===== config.mk =====
export PLATFORM = sky130hd
export DESIGN_NAME = morse_led_tick_animator_unit
export DESIGN_NICKNAME = d
export VERILOG_FILES = /design/src/sv/mlta_pkg.sv /design/src/sv/mlta_front.sv /design/src/sv/mlta_cmd_queue.sv /design/src/sv/mlta_back.sv /design/src/sv/morse_led_tick_animator_unit.sv
export SDC_FILE = /design/constraint.sdc
export NUM_CORES = 1
export LEC_CHECK = 0
export ABC_CLOCK_PERIOD_IN_PS = 9580
export BUFFER_PORTS_ARGS = -buffer_cell sky130_fd_sc_hd__buf_4
export CAP_MARGIN = 5
export CORE_ASPECT_RATIO = 1.1
export CORE_UTILIZATION = 30
export DETAILED_ROUTE_END_ITERATION = 16
export HOLD_SLACK_MARGIN = 0.02
export SYNTH_ARGS = -nofsm -noshare
export SYNTH_HDL_FRONTEND = slang
export SYNTH_SLANG_ARGS = --single-unit

===== constraint.sdc =====
create_clock -name i_clk -period 9.58 [get_ports i_clk]
set_input_delay 0.958 -clock i_clk [delete_from_list [all_inputs] [get_ports i_clk]]
set_output_delay 0.958 -clock i_clk [all_outputs]
set_load 0.05 [all_outputs]

===== src/sv/mlta_pkg.sv =====
// package: constants, codes and types of the morse led tick animator
`default_nettype none
package mlta_pkg;

    localparam int FifoDepth = 32;
    localparam int PtrW      = $clog2(FifoDepth);
    localparam int CntW      = $clog2(FifoDepth + 1);
    localparam int LvlW      = 6;
    localparam int IntvW     = 16;

    localparam logic [IntvW-1:0] IntervalReset = 16'd100;
    localparam logic [IntvW-1:0] ElapsedMax    = 16'hFFFF;

    // operation codes
    localparam logic [2:0] OpTick   = 3'd0;
    localparam logic [2:0] OpDot    = 3'd1;
    localparam logic [2:0] OpDash   = 3'd2;
    localparam logic [2:0] OpSubmit = 3'd3;
    localparam logic [2:0] OpSerial = 3'd4;

    // command kinds after classification
    localparam logic [1:0] KindNone  = 2'd0;
    localparam logic [1:0] KindTick  = 2'd1;
    localparam logic [1:0] KindEvent = 2'd2;

    // command queue between front and back
    localparam int QDepth = 2;
    localparam int QPtrW  = $clog2(QDepth);
    localparam int QCntW  = $clog2(QDepth + 1);

    typedef struct packed {
        logic [1:0] kind;
        logic       lead_gap;
        logic [2:0] n_marks;
        logic [6:0] marks;    // msb first, 1 = dash
        logic [1:0] n_zeros;
    } t_cmd;

endpackage
`default_nettype wire


===== src/sv/mlta_front.sv =====
// front: accepts input items and classifies them into beat commands
`default_nettype none
module mlta_front (
    input  wire logic         i_in_valid,
    input  wire logic [2:0]   i_operation,
    input  wire logic         i_has_mark,
    input  wire logic [1:0]   i_submit_run,
    input  wire logic [7:0]   i_encoding,
    input  wire logic         i_q_full,
    output logic              o_in_stall,
    output logic              o_push,
    output mlta_pkg::t_cmd    o_cmd
);
    import mlta_pkg::*;

    logic [2:0] top_pos;
    logic [7:0] aligned;

    // position of the leading one of the serial byte
    always_comb begin
        top_pos = 3'd0;
        for (int i = 0; i < 8; i++) begin
            if (i_encoding[i]) begin
                top_pos = 3'(i);
            end
        end
    end

    assign aligned = 8'(i_encoding << (3'd7 - top_pos));

    always_comb begin
        o_cmd = '0;
        case (i_operation)
            OpTick: begin
                o_cmd.kind = KindTick;
            end
            OpDot, OpDash: begin
                o_cmd.kind     = KindEvent;
                o_cmd.lead_gap = i_has_mark;
                o_cmd.n_marks  = 3'd1;
                o_cmd.marks    = {(i_operation == OpDash), 6'd0};
            end
            OpSubmit: begin
                o_cmd.kind = KindEvent;
                case (i_submit_run)
                    2'd0:    o_cmd.n_zeros = 2'd3;
                    2'd1:    o_cmd.n_zeros = 2'd2;
                    default: o_cmd.n_zeros = 2'd0;
                endcase
            end
            OpSerial: begin
                // an all-zero byte queues no beats and shifts nothing, yet still gives a result
                o_cmd.kind    = (i_encoding == 8'd0) ? KindNone : KindEvent;
                o_cmd.n_marks = top_pos;
                o_cmd.marks   = aligned[6:0];
            end
            default: begin
                o_cmd.kind = KindNone;
            end
        endcase
    end

    assign o_in_stall = i_q_full;
    assign o_push     = i_in_valid && !i_q_full;

endmodule
`default_nettype wire


===== src/sv/mlta_cmd_queue.sv =====
// two-entry command queue between front and back
`default_nettype none
module mlta_cmd_queue (
    input  wire logic         i_clk,
    input  wire logic         i_rst_n,
    input  wire logic         i_push,
    input  mlta_pkg::t_cmd    i_cmd,
    input  wire logic         i_pop,
    output logic              o_full,
    output logic              o_valid,
    output mlta_pkg::t_cmd    o_cmd
);
    import mlta_pkg::*;

    t_cmd             r_q [QDepth];
    logic [QPtrW-1:0] r_wp;
    logic [QPtrW-1:0] r_rp;
    logic [QCntW-1:0] r_cnt;

    logic do_pop;

    assign o_full  = (r_cnt == QCntW'(QDepth));
    assign o_valid = (r_cnt != '0);
    assign o_cmd   = r_q[r_rp];
    assign do_pop  = i_pop && o_valid;

    always_ff @(posedge i_clk) begin
        if (!i_rst_n) begin
            r_wp  <= '0;
            r_rp  <= '0;
            r_cnt <= '0;
        end else begin
            if (i_push) begin
                r_wp <= (r_wp == QPtrW'(QDepth - 1)) ? '0 : r_wp + 1'b1;
            end
            if (do_pop) begin
                r_rp <= (r_rp == QPtrW'(QDepth - 1)) ? '0 : r_rp + 1'b1;
            end
            if (i_push && !do_pop) begin
                r_cnt <= r_cnt + 1'b1;
            end else if (do_pop && !i_push) begin
                r_cnt <= r_cnt - 1'b1;
            end
        end
    end

    always_ff @(posedge i_clk) begin
        if (i_push) begin
            r_q[r_wp] <= i_cmd;
        end
    end

endmodule
`default_nettype wire


===== src/sv/mlta_back.sv =====
// back: expands commands into beats, runs the beat fifo and the led shifter
`default_nettype none
module mlta_back (
    input  wire logic                   i_clk,
    input  wire logic                   i_rst_n,
    input  wire logic                   i_q_valid,
    input  mlta_pkg::t_cmd              i_cmd,
    output logic                        o_pop,
    input  wire logic                   i_cfg_valid,
    input  wire logic [15:0]            i_cfg_data,
    output logic                        o_out_valid,
    input  wire logic                   i_out_stall,
    output logic [7:0]                  o_light_pattern,
    output logic [5:0]                  o_queue_level,
    output logic                        o_beats_dropped
);
    import mlta_pkg::*;

    localparam logic [2:0] S_IDLE  = 3'd0;
    localparam logic [2:0] S_PUSH  = 3'd1;
    localparam logic [2:0] S_READ  = 3'd2;
    localparam logic [2:0] S_SHIFT = 3'd3;
    localparam logic [2:0] S_DONE  = 3'd4;

    logic [2:0]       r_state;
    logic [1:0]       r_kind;
    logic [6:0]       r_marks;
    logic [2:0]       r_mleft;
    logic [1:0]       r_ones;
    logic             r_gap;
    logic [1:0]       r_zeros;
    logic             r_drop;

    logic             r_mem [FifoDepth];
    logic             r_rd;
    logic [PtrW-1:0]  r_rptr;
    logic [PtrW-1:0]  r_wptr;
    logic [CntW-1:0]  r_count;
    logic [7:0]       r_pattern;
    logic [IntvW-1:0] r_elapsed;
    logic [IntvW-1:0] r_interval;

    logic             r_out_valid;
    logic [7:0]       r_out_pattern;
    logic [5:0]       r_out_level;
    logic             r_out_drop;

    logic             push_en;
    logic             push_bit;
    logic             fifo_full;
    logic [IntvW-1:0] n_elapsed;
    logic             do_shift;
    logic             out_free;

    assign fifo_full = (r_count == CntW'(FifoDepth));
    assign n_elapsed = (r_elapsed == ElapsedMax) ? r_elapsed : r_elapsed + 1'b1;
    assign out_free  = !r_out_valid || !i_out_stall;
    assign o_pop     = (r_state == S_IDLE);

    // one beat per cycle: leading zeros, rest of a dash, gap, next mark
    always_comb begin
        push_en  = 1'b0;
        push_bit = 1'b0;
        if (r_state == S_PUSH) begin
            if (r_zeros != 2'd0) begin
                push_en = 1'b1;
            end else if (r_ones != 2'd0) begin
                push_en  = 1'b1;
                push_bit = 1'b1;
            end else if (r_gap) begin
                push_en = 1'b1;
            end else if (r_mleft != 3'd0) begin
                push_en  = 1'b1;
                push_bit = 1'b1;
            end
        end
    end

    always_comb begin
        case (r_kind)
            KindTick:  do_shift = (n_elapsed >= r_interval) && (r_count != '0);
            KindEvent: do_shift = (r_count != '0);
            default:   do_shift = 1'b0;
        endcase
    end

    always_ff @(posedge i_clk) begin
        if (!i_rst_n) begin
            r_state    <= S_IDLE;
            r_rptr     <= '0;
            r_wptr     <= '0;
            r_count    <= '0;
            r_pattern  <= '0;
            r_elapsed  <= '0;
            r_interval <= IntervalReset;
            r_drop     <= 1'b0;
        end else begin
            if (i_cfg_valid) begin
                r_interval <= i_cfg_data;
            end
            case (r_state)
                S_IDLE: begin
                    if (i_q_valid) begin
                        r_kind  <= i_cmd.kind;
                        r_marks <= i_cmd.marks;
                        r_mleft <= i_cmd.n_marks;
                        r_ones  <= 2'd0;
                        r_gap   <= i_cmd.lead_gap;
                        r_zeros <= i_cmd.n_zeros;
                        r_drop  <= 1'b0;
                        r_state <= S_PUSH;
                    end
                end
                S_PUSH: begin
                    if (!push_en) begin
                        r_state <= S_READ;
                    end else if (r_zeros != 2'd0) begin
                        r_zeros <= r_zeros - 1'b1;
                    end else if (r_ones != 2'd0) begin
                        r_ones <= r_ones - 1'b1;
                    end else if (r_gap) begin
                        r_gap <= 1'b0;
                    end else begin
                        r_ones  <= r_marks[6] ? 2'd2 : 2'd0;
                        r_marks <= {r_marks[5:0], 1'b0};
                        r_mleft <= r_mleft - 1'b1;
                        r_gap   <= (r_mleft > 3'd1);
                    end
                    if (push_en) begin
                        if (fifo_full) begin
                            r_drop <= 1'b1;
                        end else begin
                            r_wptr  <= (r_wptr == PtrW'(FifoDepth - 1)) ? '0 : r_wptr + 1'b1;
                            r_count <= r_count + 1'b1;
                        end
                    end
                end
                S_READ: begin
                    // head entry is read into r_rd in this cycle
                    r_state <= S_SHIFT;
                end
                S_SHIFT: begin
                    if (do_shift) begin
                        r_pattern <= {r_pattern[6:0], r_rd};
                        r_rptr    <= (r_rptr == PtrW'(FifoDepth - 1)) ? '0 : r_rptr + 1'b1;
                        r_count   <= r_count - 1'b1;
                        r_elapsed <= '0;
                    end else if (r_kind == KindTick) begin
                        r_elapsed <= n_elapsed;
                    end
                    r_state <= S_DONE;
                end
                S_DONE: begin
                    if (out_free) begin
                        r_state <= S_IDLE;
                    end
                end
                default: begin
                    r_state <= S_IDLE;
                end
            endcase
        end
    end

    always_ff @(posedge i_clk) begin
        if (push_en && !fifo_full) begin
            r_mem[r_wptr] <= push_bit;
        end
        r_rd <= r_mem[r_rptr];
    end

    always_ff @(posedge i_clk) begin
        if (!i_rst_n) begin
            r_out_valid <= 1'b0;
        end else if (r_state == S_DONE && out_free) begin
            r_out_valid <= 1'b1;
        end else if (!i_out_stall) begin
            r_out_valid <= 1'b0;
        end
    end

    always_ff @(posedge i_clk) begin
        if (r_state == S_DONE && out_free) begin
            r_out_pattern <= r_pattern;
            r_out_level   <= LvlW'(r_count);
            r_out_drop    <= r_drop;
        end
    end

    assign o_out_valid     = r_out_valid;
    assign o_light_pattern = r_out_pattern;
    assign o_queue_level   = r_out_level;
    assign o_beats_dropped = r_out_drop;

endmodule
`default_nettype wire


===== src/sv/morse_led_tick_animator_unit.sv =====
// top level of the morse led tick animator
//
//  channel  direction  handshake                 payload
//  in       input      i_in_valid / o_in_stall   operation, has_mark, submit_run, encoding
//  out      output     o_out_valid / i_out_stall light_pattern, queue_level, beats_dropped
//  cfg      input      i_cfg_valid / o_cfg_ready beat_interval (16 bits)
//
// in the back sequencer an item is popped, its beats (0 to 27) are pushed and a final
// push step sees the push end, then come read, shift and result
// the two-entry command queue takes new items while the back part is busy
// synchronous active-low reset; no clearing pass, fifo entries are only read once written
// a stalled result holds in the output register and the back part waits on it
`default_nettype none
module morse_led_tick_animator_unit (
    input  wire logic        i_clk,
    input  wire logic        i_rst_n,
    input  wire logic        i_in_valid,
    output logic             o_in_stall,
    input  wire logic [2:0]  i_operation,
    input  wire logic        i_has_mark,
    input  wire logic [1:0]  i_submit_run,
    input  wire logic [7:0]  i_encoding,
    output logic             o_out_valid,
    input  wire logic        i_out_stall,
    output logic [7:0]       o_light_pattern,
    output logic [5:0]       o_queue_level,
    output logic             o_beats_dropped,
    input  wire logic        i_cfg_valid,
    output logic             o_cfg_ready,
    input  wire logic [15:0] i_cfg_data
);
    import mlta_pkg::*;

    t_cmd front_cmd;
    t_cmd q_cmd;
    logic push;
    logic q_full;
    logic q_valid;
    logic pop;

    assign o_cfg_ready = 1'b1;

    mlta_front u_front (
        .i_in_valid   (i_in_valid),
        .i_operation  (i_operation),
        .i_has_mark   (i_has_mark),
        .i_submit_run (i_submit_run),
        .i_encoding   (i_encoding),
        .i_q_full     (q_full),
        .o_in_stall   (o_in_stall),
        .o_push       (push),
        .o_cmd        (front_cmd)
    );

    mlta_cmd_queue u_queue (
        .i_clk   (i_clk),
        .i_rst_n (i_rst_n),
        .i_push  (push),
        .i_cmd   (front_cmd),
        .i_pop   (pop),
        .o_full  (q_full),
        .o_valid (q_valid),
        .o_cmd   (q_cmd)
    );

    mlta_back u_back (
        .i_clk           (i_clk),
        .i_rst_n         (i_rst_n),
        .i_q_valid       (q_valid),
        .i_cmd           (q_cmd),
        .o_pop           (pop),
        .i_cfg_valid     (i_cfg_valid),
        .i_cfg_data      (i_cfg_data),
        .o_out_valid     (o_out_valid),
        .i_out_stall     (i_out_stall),
        .o_light_pattern (o_light_pattern),
        .o_queue_level   (o_queue_level),
        .o_beats_dropped (o_beats_dropped)
    );

endmodule
`default_nettype wire


Yosys cells after proc, flatten, opt, wreduce, memory -nomap -nowiden:

Memories as Yosys holds them, arrays and structs flattened. A register that Yosys moved wholly into a read port is not among the register bits.
Index checks and enable logic that the tools add are counted.
W data, S select, Z words.

* register bits: 97
* memory bits (writable): 62
* bits of input ports: 35
* output and inout port bits: 18
* logic and storage cells: 190
* memories: 2

Memory list
* u_back.r_mem: words 32, width 1, read ports 1, clocked after memory_dff 1, write ports 1, line mlta_back.sv:34 `logic r_mem [FifoDepth];`
* u_queue.r_q: words 2, width 15, read ports 1, clocked after memory_dff 1, write ports 1, line mlta_cmd_queue.sv:15 `t_cmd r_q [QDepth];`

* add/sub/neg operators: 13
* magnitude comparators: 2
* equal/unequal tests: 29
* shift-type cells: 1
* mux-type cells: 81
* bitwise logic cells: 1
* reduce and logical (&&, ||, !) cells: 40

Operator list (count)
* $mux W16: 3
* $mux W3: 12
* $mux W7: 5
* $mux W2: 15
* $mux W1: 29
* $pmux W10 S2: 1
* $mux W6: 3
* $add A16 B1 Y16 const B: 1
* $eq A16 B16 Y1 const B: 1
* $ge A16 B16 Y1: 1
* $pmux W3 S5: 1
* $ne A2 B2 Y1 const B: 7
* $pmux W7 S2: 1
* $reduce_bool A2 Y1: 7
* $eq A3 B2 Y1 const B: 4
* $pmux W2 S2: 3
* $pmux W6 S2: 1
* $reduce_and A6 Y1: 2
* $add A5 B1 Y5 const B: 2
* $eq A5 B5 Y1 const B: 2
* $mux W5: 2
* $ne A2 B1 Y1 const B: 5
* $reduce_and A3 Y1: 3
* $logic_not A8 Y1: 1
* 32 further kinds: 55

Depth between registers and ports, before layout:

* depth after elaboration: 10
* depth in mapped cells: 16
* gate-level depth less buffers: 13

By module:

A second synthesis with hierarchy kept.

* cells, all modules: 765
* area total of the unflattened synthesis: 8229.1 µm²

By module, submodules not included
* mlta_back: instances 1, cells an instance 627, area an instance 6463.7 µm², seq. area each 3163.0 µm²
* mlta_cmd_queue: instances 1, cells an instance 69, area an instance 1302.5 µm², seq. area each 1001.0 µm²
* mlta_front: instances 1, cells an instance 67, area an instance 451.7 µm², seq. area each 0.0 µm²
* morse_led_tick_animator_unit: instances 1, cells an instance 2, area an instance 11.3 µm², seq. area each 0.0 µm²

Worst setup path after synthesis:

No wires, ideal clock.

* path type: reg-to-reg
* from: register u_back.r_elapsed[6]
* to: register u_back.r_elapsed[10]
* setup time: 59 ps
* data arrival time: 3565 ps
* required time: 9521 ps
* setup slack: 5956 ps
* cell stages (with the launch flop): 17
* path buffers: 4
* clock period less this slack: 3624 ps
* path through: dfxtp_1 -> buf_2 -> nand4_1 -> or4_1 -> buf_2 -> or3_1 -> buf_6 -> nand2_1 -> nand2_1 -> ha_1 -> nor2b_1 -> o211a_1 -> o31ai_1 -> a31oi_1 -> buf_2 -> o41ai_1 -> o31a_1

* word-level cells in the longest chain between the ends: 7
* elaborated cells on any way between the ends: 10
* those cells by class: add/sub (1); order compare (1); eq/ne (1); mux (4); reduce/logical (3)

RTL lines
* from (decl): line mlta_back.sv:40 `logic [IntvW-1:0] r_elapsed;`
* from (signal assigned): line mlta_back.sv:149 `r_elapsed <= n_elapsed;`
* $add A16 B1 Y16 or $eq A16 B16 Y1 (tied branches): line mlta_back.sv:56 `assign n_elapsed = (r_elapsed == ElapsedMax) ? r_elapsed : r_elapsed + 1'b1;`
* $mux W16 (*): line mlta_back.sv:56
* $ge A16 B16 Y1: line mlta_back.sv:81 `KindTick: do_shift = (n_elapsed >= r_interval) && (r_count != '0);`
* $logic_and A1 B1 Y1: line mlta_back.sv:81
* $pmux W1 S2: line mlta_back.sv:80 `case (r_kind)`
* $reduce_bool A2 Y1 (no line)
* $reduce_and A2 Y1 (no line)

Mark *: on every way between the ends. The rest lies on a longest branch, timed or not. The select of a mux whose other input is x is not followed.
A chain may end at the register's enable or synchronous reset.

Final worst setup path:

* from: register u_back.r_elapsed[7]
* to: register u_back.r_elapsed[1]

The elaborated chain is that of the path after synthesis.

==> out/metrics.csv <==
stage;metric;value;unit
place;dpl_worst_slack;5440;ps
global_route;antenna_found_initial;0;
cts;clkLatencyLatePin;430;ps
timing;fmax;0.241;GHz
logic_synthesis;synth_cells;756;
timing;skew;9.38;ps
finish;fin_area;0.00933;mm²
global_route;grt_pass1_wl;27700;µm
finish;nNetsFinal;869;
logic_synthesis;async_flop_share;0;
cts;clockRootBuffer;clkbuf_16;
run;maxCapViolCount;0;
place;gp_congestion;0.839;
pwr;ir_drop;0.134;mV
setup_path;critical_path_class;flip-flop to flip-flop;
cts;clk_pin_slew_worst_paths;70;ps
timing;fin_crit_sh;0.433;
logic_synthesis;synth-seq-cells;161;
logic_synthesis;synth_seq_area_share;0.521;
detailed_routing;postRouteAntennaNets;0;
place;portBuffers;51;
global_route;grt_use_total;0.129;
global_route;grt_max_degree;42;
logic_synthesis;netlist.area_leader.share;0.353;
setup_path;required;9950;ps
timing;rsz0062_at_grt;false;
die;initial_core_util;0.306;
timing;slew_headroom;0.300;
die;core-area;0.0261;mm²
setup_path;cp.arrival;4510;ps
detailed_routing;num_vias;5585;
pwr;finalPower;1.85;mW
logic_synthesis;ys_types;71;
cts;cts_buffers;17;
setup_path;crit_top_cell;nand2_1;
finish;antenna_cells;0;
die;die_h;173;µm
cts;cts_setup_buffers;0;
hold_path;worstHoldPathType;flip-flop to flip-flop;
cts;cts_hold_buf;0;
timing;period_needed;4140;ps
cts;cts_tree;done;
place;placed_cell_area;0.00873;mm²
setup_path;slowest_delay;610;ps
timing;slew_violations;0;
logic_synthesis;synth-main-ff-cell;edfxtp_1;
logic_synthesis;synth_top_area_cell;edfxtp_1;
setup_path;slowest_stage;or4_1;
timing;hold_violations;0;
timing;max_slew.worst_pin.slew;1050;ps
cts;cts_resized;0;
detailed_routing;wirelength;16600;µm
logic_synthesis;synth.avg_cell_area;10.6;µm²
detailed_routing;wl_per_cell;14.3;µm
logic_synthesis;synth-edff-count;94;
timing;setup_viol;0;
timing;setup_slack;5440;ps
setup_path;cp-end-kind;flip-flop;
die;rows;62;
logic_synthesis;syn-cell-area;0.00800;mm²
logic_synthesis;synth_fp_nets;827;
die;io_pins;53;
pwr;p_leak;3.49;nW
detailed_routing;drc;0;
place;post-dp-hpwl;11700;µm
finish;drive_gt1_frac;0.152;
detailed_routing;viasPerCell;4.81;
cts;cts.sinks;161;
logic_synthesis;yosysWarnings;0;
detailed_routing;drt_iter0_drc;376;
setup_path;cp_max_fo;13;
global_route;gr-total-overflow;0;
pwr;power_density;199;mW/mm²
status;status;complete, no violations;
detailed_routing;drt_pass1_iterations;4;
finish;synthToLayoutAreaGrowth;16.6;%
setup_path;cp-start-kind;flip-flop;
cts;cts_max_path_buffers;2;
setup_path;path_cells;nand4_1, or4_1, or3_1, nand2_1, nand2_1, ha_1, nor2b_1, o211a_1, o31ai_1, a31oi_1, buf_4, nor2_1, a32o_1;
cts;htreeDepth;4;
logic_synthesis;synth.area.top_cells;edfxtp_1 (35%), dfxtp_1 (17%), ha_1 (5.5%);
die;dieArea;0.0273;mm²
global_route;grt_pass1_vias;5582;
timing;setup_tns;0;ps
die;fp.dieW;158;µm
==> report_power, final <==
part / switching [mW] / internal, mW / leakage (nW)
combinational: 0.181 / 0.116 / 1.78
clock: 0.303 / 0.393 / 0.287
sequential: 0.0418 / 0.819 / 1.42
==> final timing paths <==
kind / endpoint / slack [ps] / cells past startpoint / startpoint
min: u_back.o_light_pattern[7] / 440 / 0 / u_back.r_pattern[7]
max reg2reg: u_back.r_elapsed[1] / 5440 / 13 / u_back.r_elapsed[7]
max: u_back.r_elapsed[1] / 5440 / 13 / u_back.r_elapsed[7]
min reg2reg: u_back.o_light_pattern[7] / 440 / 0 / u_back.r_pattern[7]
==> metrics by stage <==
stage / instances / hold WS (ps) / utilization
2_1_floorplan: 756 / 408 / -
3_3_place_gp: 1131 / 427 / 0.334
3_5_place_dp: 1131 / 425 / 0.334
4_1_cts: 1162 / 441 / 0.357
5_1_grt: 1162 / 460 / 0.357
6_report: 1162 / 443 / 0.357
==> layout make-up <==
type,instances,area [µm²]
multi-input cells,518,3530
clock inverters,14,170
flip-flops and latches,161,4160
clock buffers,17,425
repair buffers,59,443
fillers,2654,16800
inverters,41,154
well taps,352,440
==> cells by family (layout without fill, tap and decap cells) <==
kind of cell,count (synthesis),count (layout),share of synthesized area
AO/OA/AOI/OAI,138,138,0.116
XOR/XNOR,16,16,0.0175
adder cells (fa/ha/maj),36,36,0.0573
buffers and inverters,77,131,0.0385
flip-flops,161,161,0.521
multiplexers,53,53,0.0828
other,1,1,0.000469
AND/OR/NAND/NOR,274,274,0.167
==> Yosys cell counts (7+ instances only) <==
master,number
xnor2_1,11
o211ai_1,7
edfxtp_1,94
and3_1,12
nor2_1,104
nand2_1,52
nand3_1,15
mux4_2,10
nor2b_1,11
nor3_1,22
ha_1,35
nand4_1,7
clkbuf_1,22
dfxtp_1,67
inv_1,41
a211oi_1,7
nor3b_1,7
a21oi_1,33
mux2i_1,38
o21ai_0,34
==> layout by cell type, fill, tap and decap left out, types with 7 or more instances in the layout <==
cell | Yosys | routed
a211oi_1 | 7 | 7
a21oi_1 | 33 | 33
and3_1 | 12 | 12
buf_4 | 1 | 59
clkbuf_16 | 0 | 17
dfxtp_1 | 67 | 67
edfxtp_1 | 94 | 94
ha_1 | 35 | 35
inv_1 | 41 | 41
mux2i_1 | 38 | 38
mux4_2 | 10 | 10
nand2_1 | 52 | 52
nand3_1 | 15 | 15
nand4_1 | 7 | 7
nor2_1 | 104 | 104
nor2b_1 | 11 | 11
nor3_1 | 22 | 22
o211ai_1 | 7 | 7
o21ai_0 | 34 | 34
xnor2_1 | 11 | 11
==> layer usage <==
| metal | vias to the layer above | track usage | wire (µm) |
|---|---|---|---|
| met5 | - | 0 | 0 |
| met4 | 0 | 0.0498 | 295 |
| met3 | 20 | 0.0198 | 396 |
| met2 | 76 | 0.224 | 8350 |
| met1 | 2653 | 0.159 | 7570 |
| li1 | 2836 | - | - |
==> registers in the layout, indices dropped and copies added (netlist names), 2 cells and up, named ones only <==
signal                  count
u_back.r_marks              7
u_back.r_pattern            8
u_back.r_interval          16
u_back.r_ones               2
u_back.o_queue_level        6
u_back.r_mem               32
u_back.r_zeros              2
u_queue.r_q                30
u_back.r_count              6
u_back.r_rptr               5
u_back.r_mleft              3
u_back.r_elapsed           16
u_back.o_light_pattern      8
u_back.r_wptr               5
u_back.r_state              3
u_queue.r_cnt               2
u_back.r_kind               2
==> worst max-delay path: cells and delay by family (launching register included) <==
family                     cells  cell delay (ps)
and+or+nand+nor                7             2040
DFF                            1              440
buffers and inverters          1              220
AOI/OAI and AO/OA              4             1120
adders and majority gates      1              280
Note: power is estimated with default switching activity, not from simulation.
